### config.mk
export PLATFORM = sky130hd
export DESIGN_NAME = button_debounce_press_classifier
export DESIGN_NICKNAME = d
export VERILOG_FILES = /design/src/rtl/bdpc_pkg.sv /design/src/rtl/bdpc_debounce.sv /design/src/rtl/bdpc_classify.sv /design/src/rtl/button_debounce_press_classifier.sv
export SDC_FILE = /design/constraint.sdc
export NUM_CORES = 1
export LEC_CHECK = 0
export BUFFER_PORTS_ARGS = -buffer_cell sky130_fd_sc_hd__buf_4
export CELL_PAD_IN_SITES_DETAIL_PLACEMENT = 0
export CELL_PAD_IN_SITES_GLOBAL_PLACEMENT = 2
export CORE_MARGIN = 2
export CORE_UTILIZATION = 43
export CTS_CLUSTER_DIAMETER = 150
export DETAILED_ROUTE_END_ITERATION = 8
export PLACE_DENSITY = 0.9
export SLEW_MARGIN = 25
export SYNTH_ARGS = -nofsm -noshare
export SYNTH_HDL_FRONTEND = slang
export SYNTH_SLANG_ARGS = --single-unit
### constraint.sdc
create_clock -name clk_i -period 6.2 [get_ports clk_i]
set_input_delay 1.24 -clock clk_i [delete_from_list [all_inputs] [get_ports clk_i]]
set_output_delay 1.24 -clock clk_i [all_outputs]
set_load 0.005 [all_outputs]
### src/rtl/bdpc_pkg.sv
// ----------------------------------------------------------------------------
// bdpc_pkg
// Shared types and constants of the debounced button press classifier.
// ----------------------------------------------------------------------------
`default_nettype none

package bdpc_pkg;

  localparam int unsigned HoldWidthDefault = 16;
  localparam int unsigned RunWidth         = 4;
  localparam int unsigned ThrWidth         = 16;
  localparam int unsigned CfgIdxWidth      = 2;
  localparam int unsigned CfgDataWidth     = 16;

  // Register indexes of the configuration port.
  localparam logic [CfgIdxWidth-1:0] CfgActiveLow     = 2'd0;
  localparam logic [CfgIdxWidth-1:0] CfgDebounceTicks = 2'd1;
  localparam logic [CfgIdxWidth-1:0] CfgShortTicks    = 2'd2;
  localparam logic [CfgIdxWidth-1:0] CfgLongTicks     = 2'd3;

  // Reset values of the configuration registers.
  localparam logic                RstActiveLow     = 1'b0;
  localparam logic [RunWidth-1:0] RstDebounceTicks = 4'd5;
  localparam logic [ThrWidth-1:0] RstShortTicks    = 16'd10;
  localparam logic [ThrWidth-1:0] RstLongTicks     = 16'd1000;

  typedef enum logic [1:0] {
    ClassNone  = 2'd0,
    ClassShort = 2'd1,
    ClassLong  = 2'd2
  } class_e;

  // Debounced level before and after the tick being processed.
  typedef struct packed {
    logic prev;
    logic next;
  } level_t;

endpackage

`default_nettype wire

### src/rtl/bdpc_debounce.sv
// ----------------------------------------------------------------------------
// bdpc_debounce
// Counter debouncer: a run of disagreeing samples that reaches the threshold
// flips the debounced level.
// ----------------------------------------------------------------------------
`default_nettype none

module bdpc_debounce
  import bdpc_pkg::*;
(
  input  wire logic                clk_i,
  input  wire logic                rst_ni,
  input  wire logic                step_i,
  input  wire logic                sample_i,
  input  wire logic [RunWidth-1:0] debounce_ticks_i,
  output level_t                   level_o
);

  logic                level_q, level_d;
  logic [RunWidth-1:0] run_q, run_d;
  logic [RunWidth-1:0] run_inc;

  always_comb begin
    run_inc = (run_q == {RunWidth{1'b1}}) ? run_q : run_q + RunWidth'(1);
    level_d = level_q;
    run_d   = '0;
    if (sample_i != level_q) begin
      if (run_inc >= debounce_ticks_i) begin
        level_d = sample_i;
      end else begin
        run_d = run_inc;
      end
    end
  end

  always_ff @(posedge clk_i or negedge rst_ni) begin
    if (!rst_ni) begin
      level_q <= 1'b0;
      run_q   <= '0;
    end else if (step_i) begin
      level_q <= level_d;
      run_q   <= run_d;
    end
  end

  assign level_o.prev = level_q;
  assign level_o.next = level_d;

  // A flip always starts a fresh run.
  a_flip_clears_run: assert property (@(posedge clk_i) disable iff (!rst_ni)
    step_i && (level_d != level_q) |=> run_q == '0)
    else $error("debounce run not cleared after a flip");

endmodule

`default_nettype wire

### src/rtl/bdpc_classify.sv
// ----------------------------------------------------------------------------
// bdpc_classify
// Hold counter and short/long press classification on debounced edges.
// ----------------------------------------------------------------------------
`default_nettype none

module bdpc_classify
  import bdpc_pkg::*;
#(
  parameter int unsigned HoldWidth = HoldWidthDefault
) (
  input  wire logic                clk_i,
  input  wire logic                rst_ni,
  input  wire logic                step_i,
  input  wire level_t              level_i,
  input  wire logic [ThrWidth-1:0] short_ticks_i,
  input  wire logic [ThrWidth-1:0] long_ticks_i,
  output class_e                   class_o,
  output logic                     changed_o
);

  localparam int unsigned CmpWidth = (HoldWidth > ThrWidth) ? HoldWidth : ThrWidth;

  logic [HoldWidth-1:0] hold_q, hold_d, hold_inc;
  class_e               class_q, class_d;
  logic                 rise, fall;
  logic                 is_long, is_short;

  // The press is active exactly while the debounced level is high, so the
  // previous level also serves as the press-active flag.
  assign rise = level_i.next && !level_i.prev;
  assign fall = !level_i.next && level_i.prev;

  always_comb begin
    hold_inc = (hold_q == {HoldWidth{1'b1}}) ? hold_q : hold_q + HoldWidth'(1);
    is_long  = CmpWidth'(hold_inc) >= CmpWidth'(long_ticks_i);
    is_short = CmpWidth'(hold_inc) >= CmpWidth'(short_ticks_i);
    hold_d   = hold_q;
    class_d  = class_q;
    if (rise) begin
      hold_d  = '0;
      class_d = ClassNone;
    end else if (fall) begin
      hold_d = hold_inc;
      if (is_long) begin
        class_d = ClassLong;
      end else if (is_short) begin
        class_d = ClassShort;
      end else begin
        class_d = ClassNone;
      end
    end else if (level_i.next) begin
      hold_d = hold_inc;
      if (is_long) begin
        class_d = ClassLong;
      end
    end
  end

  always_ff @(posedge clk_i or negedge rst_ni) begin
    if (!rst_ni) begin
      hold_q  <= '0;
      class_q <= ClassNone;
    end else if (step_i) begin
      hold_q  <= hold_d;
      class_q <= class_d;
    end
  end

  assign class_o   = class_d;
  assign changed_o = (class_d != class_q);

  a_press_clears_class: assert property (@(posedge clk_i) disable iff (!rst_ni)
    step_i && rise |=> class_q == ClassNone && hold_q == '0)
    else $error("press edge did not restart the classification");

  a_class_only_moves_on_level: assert property (@(posedge clk_i) disable iff (!rst_ni)
    step_i && !level_i.next && !level_i.prev |=> $stable(class_q))
    else $error("class changed while the button stayed released");

endmodule

`default_nettype wire

### src/rtl/button_debounce_press_classifier.sv
// ----------------------------------------------------------------------------
// button_debounce_press_classifier
// Debounces a polled button pin and classifies each press as short, long or neither.
//
//   Channel   Direction  Handshake            Payload
//   in        input      in_valid/in_ready    raw_level
//   out       output     out_valid/out_ready  press_class, pressed_now,
//                                             class_changed
//   cfg       input      cfg_we (no wait)     cfg_idx, cfg_wdata
//
// One poll sample is taken per cycle while the output is not stalled; its result
// passes through the input register, then the result register, before it is
// offered on the output.
// The state advances when a sample moves from the input register into the
// result register, which happens whenever the result register is empty or
// being taken in the same cycle.
// A stalled output holds the result register and then the input register.
// Reset loads the configuration defaults and a released, unclassified button.
// ----------------------------------------------------------------------------
`default_nettype none

module button_debounce_press_classifier
  import bdpc_pkg::*;
#(
  parameter int unsigned HOLD_WIDTH = HoldWidthDefault
) (
  input  wire logic                    clk_i,
  input  wire logic                    rst_ni,
  input  wire logic                    cfg_we_i,
  input  wire logic [CfgIdxWidth-1:0]  cfg_idx_i,
  input  wire logic [CfgDataWidth-1:0] cfg_wdata_i,
  input  wire logic                    in_valid_i,
  output logic                         in_ready_o,
  input  wire logic                    raw_level_i,
  output logic                         out_valid_o,
  input  wire logic                    out_ready_i,
  output logic [1:0]                   press_class_o,
  output logic                         pressed_now_o,
  output logic                         class_changed_o
);

  logic                active_low_q;
  logic [RunWidth-1:0] debounce_ticks_q;
  logic [ThrWidth-1:0] short_ticks_q;
  logic [ThrWidth-1:0] long_ticks_q;

  logic   in_valid_q, raw_q;
  logic   out_valid_q;
  logic   out_changed_q, out_level_q;
  class_e out_class_q;

  logic   step;
  level_t level;
  class_e class_next;
  logic   changed;

  always_ff @(posedge clk_i or negedge rst_ni) begin
    if (!rst_ni) begin
      active_low_q     <= RstActiveLow;
      debounce_ticks_q <= RstDebounceTicks;
      short_ticks_q    <= RstShortTicks;
      long_ticks_q     <= RstLongTicks;
    end else if (cfg_we_i) begin
      unique case (cfg_idx_i)
        CfgActiveLow:     active_low_q     <= cfg_wdata_i[0];
        CfgDebounceTicks: debounce_ticks_q <= cfg_wdata_i[RunWidth-1:0];
        CfgShortTicks:    short_ticks_q    <= cfg_wdata_i[ThrWidth-1:0];
        CfgLongTicks:     long_ticks_q     <= cfg_wdata_i[ThrWidth-1:0];
        default: ;
      endcase
    end
  end

  assign step       = in_valid_q && (!out_valid_q || out_ready_i);
  assign in_ready_o = !in_valid_q || step;

  always_ff @(posedge clk_i or negedge rst_ni) begin
    if (!rst_ni) begin
      in_valid_q <= 1'b0;
    end else if (in_ready_o) begin
      in_valid_q <= in_valid_i;
    end
  end

  always_ff @(posedge clk_i) begin
    if (in_ready_o && in_valid_i) begin
      raw_q <= raw_level_i;
    end
  end

  bdpc_debounce u_debounce (
    .clk_i            (clk_i),
    .rst_ni           (rst_ni),
    .step_i           (step),
    .sample_i         (raw_q ^ active_low_q),
    .debounce_ticks_i (debounce_ticks_q),
    .level_o          (level)
  );

  bdpc_classify #(
    .HoldWidth (HOLD_WIDTH)
  ) u_classify (
    .clk_i         (clk_i),
    .rst_ni        (rst_ni),
    .step_i        (step),
    .level_i       (level),
    .short_ticks_i (short_ticks_q),
    .long_ticks_i  (long_ticks_q),
    .class_o       (class_next),
    .changed_o     (changed)
  );

  always_ff @(posedge clk_i or negedge rst_ni) begin
    if (!rst_ni) begin
      out_valid_q <= 1'b0;
    end else if (!out_valid_q || out_ready_i) begin
      out_valid_q <= in_valid_q;
    end
  end

  always_ff @(posedge clk_i) begin
    if (step) begin
      out_class_q   <= class_next;
      out_level_q   <= level.next;
      out_changed_q <= changed;
    end
  end

  assign out_valid_o     = out_valid_q;
  assign press_class_o   = out_class_q;
  assign pressed_now_o   = out_level_q;
  assign class_changed_o = out_changed_q;

  a_no_reserved_class: assert property (@(posedge clk_i) disable iff (!rst_ni)
    out_valid_q |-> out_class_q != 2'd3)
    else $error("reserved press class on the output");

  a_stall_only_when_full: assert property (@(posedge clk_i) disable iff (!rst_ni)
    !in_ready_o |-> in_valid_q && out_valid_q && !out_ready_i)
    else $error("input stalled although a stage was free");

endmodule

`default_nettype wire
==> results of run 1 <==
## synth_stat cells, types with 5 or more instances
cell      number  area (um^2)
a211oi_1       6         45.0
edfxtp_1       5          150
nor2_1        17         63.8
nand2_1       36          135
nand3_1       13         65.1
o31ai_1        9         67.6
inv_1         45          169
mux2_2        40          450
xnor2_1       12          105
dfstp_2       10          263
a21oi_1       24          120
clkbuf_1       8         30.0
ha_1          38          475
dfrtp_1       52         1300
o21ai_0       23          115
and3_1         5         31.3
nand2b_1       6         37.5
## kinds of logic after synthesis
kind of cell | after synthesis
AOI/OAI and AO/OA | 89
xor gates and xnor gates | 15
and+or+nand+nor | 105
buffers and inverters | 55
DFF | 67
adders and majority gates | 38
muxes | 42
## power by group
part           switching (mW)  internal [mW]  total, mW  leakage, nW
Clock                   0.173          0.155      0.327       0.0872
Sequential             0.0710          0.539      0.610        0.806
Combinational           0.242          0.200      0.441         1.31
## worst paths after layout
path | startpoint | to | slack, ns
worst min-delay path | in_valid_q | out_valid_o | 0.49
min in group asynchronous | rst_ni | long_ticks_q[10] | 0.98
worst max-delay path | u_classify.hold_q[4] | class_changed_o | 1.97
max in group asynchronous | rst_ni | long_ticks_q[2] | 4.68
worst min register to register | in_valid_q | out_valid_o | 0.49
worst max register to register | u_classify.hold_q[4] | class_changed_o | 1.97
## sequential cells by signal (all words and copies together), names as in the netlist
signal,flops
long_ticks_q,16
short_ticks_q,16
u_classify.hold_q,16
debounce_ticks_q,4
u_debounce.run_q,4
press_class_o,2
u_classify.class_q,2
active_low_q,1
class_changed_o,1
in_valid_q,1
out_valid_o,1
pressed_now_o,1
raw_q,1
u_debounce.level_q,1
## cells in the final DEF, fill, tap and decap left out, drive strengths merged, types with 5 or more instances in the layout
master	count
dfrtp	52
inv	45
mux2	40
ha	38
nand2	36
buf	30
a21oi	24
o21ai	24
nor2	18
nand3	13
clkbuf	13
xnor2	12
dfstp	10
o31ai	9
nand2b	6
a211oi	6
and3	5
edfxtp	5
nand4	5
## routing by layer
metal	part of all wire	global-route usage	wire length [um]
met4	0.022	0.0728	199
met5	0	0	0
met2	0.45	0.297	4060
met1	0.49	0.263	4450
met3	0.033	0.0424	296
## area by class of cell
cell class / instances / share of cell area
Multi-Input combinational cell: 289 / 0.478
Sequential cell: 67 / 0.368
Timing Repair Buffer: 30 / 0.0483
Inverter: 45 / 0.0363
Tap cell: 129 / 0.0346
Clock buffer: 13 / 0.0320
Clock inverter: 3 / 0.00322
## per-stage QoR
step	hold slack, ns	util	setup WS, ns	area [um^2]	power (mW)
after global routing	0.521	0.500	1.79	4660	1.50
after CTS	0.492	0.500	2.10	4660	1.39
after floorplan	0.457	-	2.73	4160	0.917
after detailed placement	0.482	0.482	2.12	4500	1.06
final	0.488	0.500	1.97	4660	1.38
after global placement	0.468	0.482	2.18	4500	1.05
## critical path, cell delays in order (launching register included)
cell and delay (ns):
dfrtp_1 0.49, nand4_2 0.21, or3_1 0.53, nor3_2 0.37, and3_1 0.25, nor2_1 0.05, a21oi_1 0.37, ha_1 0.33
and4_1 0.21, a311oi_1 0.49, and3_1 0.36, nand2_1 0.10, o311ai_1 0.28
==> metrics.md, run 1 <==
| Metric | Value |
|---|---|
| Die height | 102 um |
| Pwr dens | 296 nW/um^2 |
| Fin. max-slew vios | 0 |
| Synth Flop Type | dfrtp_1 |
| Clk root buf | clkbuf_8 |
| Vias per cell | 5.36 |
| Area delta synth->final | 12.1% |
| First-pass GRT wire length | 15.4 mm |
| Final min period | 4.23 ns |
| Synth Area per Inst | 10.1 um^2 |
| Post-CTS Repair Setup Buffers | 0 |
| Ports | 30 |
| DRC Markers | 0 |
| Grt total ovfl | 0 |
| Worst Clk Skew | 0.0114 ns |
| Peak VDD IR | 0.134 mV |
| Layout cell share with drive strength beyond 1 | 0.221 |
| Hold WC Path Type | reg -> reg |
| Setup crit end kind | flop |
| Setup CP Type | reg -> reg |
| Ys Warns | 0 |
| Synthesized area | 4160 um^2 |
| Data arrival time of the critical path | 4.40 ns |
| Fill cell count | 899 |
| CTS H-tree lvls | 3 |
| Critical path startpoint category | flop |
| GRT Total Usage | 0.192 |
| CTS tree | built |
| Sequential share of the synthesized area | 0.413 |
| R2R depth | 12 |
| Post-synthesis simple-gate area fraction | 0.135 |
| Required @ worst endpoint | 6.36 ns |
| Hold path cells | 1 |
| Flops & latches, synth | 67 |
| Clk_lat worst skew | 0.36 ns |
| Worst-margin pin slew | 1.04 ns |
| Number of global-route vias before repair | 3078 |
| ANT cells | 0 |
| HPWL after DPL | 6.55 mm |
| Highest Clock Rate | 0.236 GHz |
| Dpl cells | 560 |
| Number of enable flip-flop cells after synthesis | 5 |
| LEAKAGE | 2.20 nW |
| Pin count of the biggest net entering global routing | 63 |
| Initial antenna violation count | 0 |
| FF/Latch Area | 1710 um^2 |
| Gpl congestion | 0.823 |
| 1st-iter DRT viols | 135 |
| Syn nets | 473 |
| Largest family of logic cells by synthesized area | compound AO/OA/AOI/OAI gates |
| Clk sinks | 67 |
| Die ar. | 10500 um^2 |
| Post-synth cell types | 56 |
| Cts repair resizes | 0 |
| PortBufs | 29 |
| # Max-Cap Violations | 0 |
| Async set-or-reset flop fraction in the synthesized netlist | 0.925 |
| Initial core utilization | 0.445 |
| Status | finished clean |
| Row Count | 35 |
| Detail Route Antenna Nets | 0 |
| Worst relative slew slack | 0.306 |
| Post-synthesis xor/xnor area fraction | 0.0316 |
| Mux cell area share after synthesis | 0.113 |
| Number of CTS-inserted buffers | 9 |
| Die width | 102 um |
| Setup TNS | 0 ns |
| Drt total wl | 9.00 mm |
| CP Max Fanout | 6 |
| Gate Count Post-Synth | 411 |
| Multi-input gate area | 2230 um^2 |
| Detailed-route via count | 3087 |
| Routed len/inst | 15.6 um |
| Post-Synth Adder-Cell Area | 0.114 |
| Fin. Hold Viols | 0 |
| Nets | 504 |
| Final Setup Violations | 0 |
| Worst-path clk slew | 0.08 ns |
| Final period util | 0.683 |
| CTS Buffer Depth | 2 |
| Compound-Gate Fraction of Synth Area | 0.142 |
| Pre-Repair DR Iteration Count | 4 |
| Fin cells | 576 |
| Core area | 9330 um^2 |
| RSZ-0062 raised after global routing | no |
| Post-CTS Hold Fix Bufs | 0 |
No activity file was read; power rests on OpenSTA's default activity.
==> inputs of run 2 (changes only) <==
--- a/config.mk
+++ b/config.mk
@@ -9,10 +9,10 @@
 export CELL_PAD_IN_SITES_DETAIL_PLACEMENT = 0
 export CELL_PAD_IN_SITES_GLOBAL_PLACEMENT = 2
 export CORE_MARGIN = 2
-export CORE_UTILIZATION = 43
+export CORE_UTILIZATION = 40
 export CTS_CLUSTER_DIAMETER = 150
 export DETAILED_ROUTE_END_ITERATION = 8
-export PLACE_DENSITY = 0.9
+export PLACE_DENSITY = 0.85
 export SLEW_MARGIN = 25
 export SYNTH_ARGS = -nofsm -noshare
 export SYNTH_HDL_FRONTEND = slang
==> constraint.sdc (replaced) <==
create_clock -name clk_i -period 4.4 [get_ports clk_i]
set_input_delay 0.88 -clock clk_i [delete_from_list [all_inputs] [get_ports clk_i]]
set_output_delay 0.88 -clock clk_i [all_outputs]
set_load 0.005 [all_outputs]
==> metrics.md, run 2 (same netlist as run 1, synthesis figures left out) <==
| Metric | Value |
|---|---|
| Drt total wl | 8.94 mm (-0.72%) |
| Crit-path leading delay family | simple AND/OR/NAND/NOR gates |
| First-pass GRT wire length | 15.2 mm (-1.3%) |
| Biggest regs | long_ticks_q x16, short_ticks_q x16, u_classify.hold_q x16 |
| Data arrival time of the critical path | 4.18 ns (-0.22 ns) |
| Detailed-route via count | 3080 (-0.23%) |
| Worst Clk Skew | 0.00865 ns (-0.00271 ns) |
| Dpl cells | 569 (+1.6%) |
| Pin count of the biggest net entering global routing | 63 (unchanged) |
| CTS tree | built |
| Required @ worst endpoint | 4.48 ns (-1.88 ns) |
| Fin cells | 585 (+1.6%) |
| Grt total ovfl | 0 (unchanged) |
| Vias per cell | 5.26 (-1.8%) |
| Detail Route Antenna Nets | 0 (unchanged) |
| PortBufs | 29 (unchanged) |
| GRT Total Usage | 0.173 (-0.0190) |
| Crit-path slowest cell | or3_1 |
| Cts repair resizes | 0 (unchanged) |
| Die height | 106 um (+3.5%) |
| Clk sinks | 67 (unchanged) |
| CP Max Fanout | 6 (unchanged) |
| Peak VDD IR | 0.180 mV (+34%) |
| DP Worst Slack | 0.303 ns (-1.82 ns) |
| 1st-iter DRT viols | 197 (+46%) |
| Min setup slack post-route | 0.294 ns (-1.67 ns) |
| Initial core utilization | 0.408 (-0.0375) |
| Met3 wire len | 269 um (-9.1%) |
| Setup crit end kind | flop |
| Ports | 30 (unchanged) |
| Row Count | 37 (+5.7%) |
| Clk_lat worst skew | 0.34 ns (-0.02 ns) |
| CP cell instances | nand4_2 -> or3_1 -> nor3_2 -> and3_1 -> and2b_1 -> a21oi_1 -> ha_1 -> and4_1 -> nand4_1 -> a311o_1 -> and3_1 -> a211oi_1 -> o311ai_1 |
| Die ar. | 11200 um^2 (+7.2%) |
| Post-CTS Repair Setup Buffers | 0 (unchanged) |
| CTS H-tree lvls | 3 (unchanged) |
| ANT cells | 0 (unchanged) |
| Critical path startpoint category | flop |
| Worst relative slew slack | 0.367 (+0.0617) |
| Gpl congestion | 0.848 (+3.0%) |
| Final period util | 0.933 (+0.250) |
| Core area | 10200 um^2 (+9.2%) |
| Fin. max-slew vios | 0 (unchanged) |
| Setup TNS | 0 ns (unchanged) |
| Most frequent CP cell | and3_1 |
| Number of CTS-inserted buffers | 9 (unchanged) |
| DRT met1 WL | 4.45 mm (about the same) |
| CTS Buffer Depth | 2 (unchanged) |
| LEAKAGE | 2.24 nW (+1.8%) |
| Top layer in use | met4 |
| Worst Setup SP | u_classify.hold_q[4] |
| # Max-Cap Violations | 0 (unchanged) |
| Hold WC Path Type | reg -> reg |
| Post-route cell area | 4740 um^2 (+1.7%) |
| Pwr dens | 432 nW/um^2 (+46%) |
| Most common cell after layout, fill and taps aside | dfrtp_1 |
| Worst-path clk slew | 0.08 ns (about the same) |
| Area after DPL | 4520 um^2 (+0.53%) |
| RSZ-0062 raised after global routing | no |
| Die width | 106 um (+3.5%) |
| Fin. Hold Viols | 0 (unchanged) |
| DRC Markers | 0 (unchanged) |
| Final min period | 4.11 ns (-0.128 ns) |
| Hold Startpoint | in_valid_q |
| Nets | 506 (+0.40%) |
| WL met2 | 4.04 mm (-0.39%) |
| Number of global-route vias before repair | 3041 (-1.2%) |
| Clk root buf | clkbuf_8 |
| Most frequent cells in the layout | dfrtp_1, inv_1, mux2_2 |
| Slowest stage delay, CP | 0.52 ns (about the same) |
| Initial antenna violation count | 0 (unchanged) |
| Post-CTS Hold Fix Bufs | 0 (unchanged) |
| Highest Clock Rate | 0.244 GHz (+3.1%) |
| Final Setup Violations | 0 (unchanged) |
| Routed len/inst | 15.3 um (-2.2%) |
| Worst-margin pin slew | 0.946 ns (-0.0913 ns) |
| Crit path buf inv count | 0 (unchanged) |
| Fill cell count | 1011 (+12%) |
| Pre-Repair DR Iteration Count | 4 (unchanged) |
| Status | finished clean |
| Setup CP Type | reg -> reg |
| Worst r2r src | u_classify.hold_q[4] |
| HPWL after DPL | 6.56 mm (+0.12%) |
| Area delta synth->final | 14.1% |
| Layout cell share with drive strength beyond 1 | 0.232 (+0.0101) |
[run 2: changes by cell type in the layout (fill, tap and decap cells not counted), sizes merged]
cell    change
buf         +2
bufinv      +1
clkbuf      -1
[run 2: report_power, final]
| part | leakage (nW) | switching (mW) | internal [mW] | total (mW) |
|---|---|---|---|---|
| sequential | 0.806 | 0.0981 | 0.759 | 0.858 |
| combinational | 1.32 | 0.339 | 0.286 | 0.625 |
| clock | 0.117 | 0.242 | 0.324 | 0.566 |
[run 2: stage by stage]
step	power [mW]	hold slack (ns)	util
finish	2.05	0.501	0.465
global route	2.22	0.531	0.465
CTS	2.07	0.505	0.465
detailed placement	1.50	0.490	0.444
global placement	1.48	0.470	0.444
floorplan	1.29	0.457	-
[run 2: worst paths after layout]
kind	slack [ns]	endpoint	cells after the start
max in group asynchronous	3.23	u_classify.hold_q[14]	1
min	0.50	out_valid_o	1
min reg2reg	0.50	out_valid_o	1
min in group asynchronous	0.60	short_ticks_q[9]	1
max reg2reg	0.29	class_changed_o	13
max	0.29	class_changed_o	13
[run 2: per-layer routing]
metal	vias to the layer above	track usage
li1	1543	-
met1	1473	0.249
met2	50	0.259
met3	14	0.0319
met4	0	0.0630
met5	-	0
[run 2: layout make-up]
| cell class | instances | area (um^2) | area share |
|---|---|---|---|
| Multi-Input combinational cell | 289 | 2230 | 0.470 |
| Clock buffer | 12 | 176 | 0.0372 |
| Tap cell | 136 | 170 | 0.0359 |
| Inverter | 45 | 169 | 0.0356 |
| Clock inverter | 4 | 45.0 | 0.00950 |
| Sequential cell | 67 | 1710 | 0.362 |
| Timing Repair Buffer | 32 | 240 | 0.0507 |
[run 2: worst register-to-register path, delay by kind of cell, from the launching register on]
kind            cells  cell delay [ns]
compound gates      4             0.96
fa+ha+maj           1             0.31
flops               1             0.47
simple gates        8             2.10
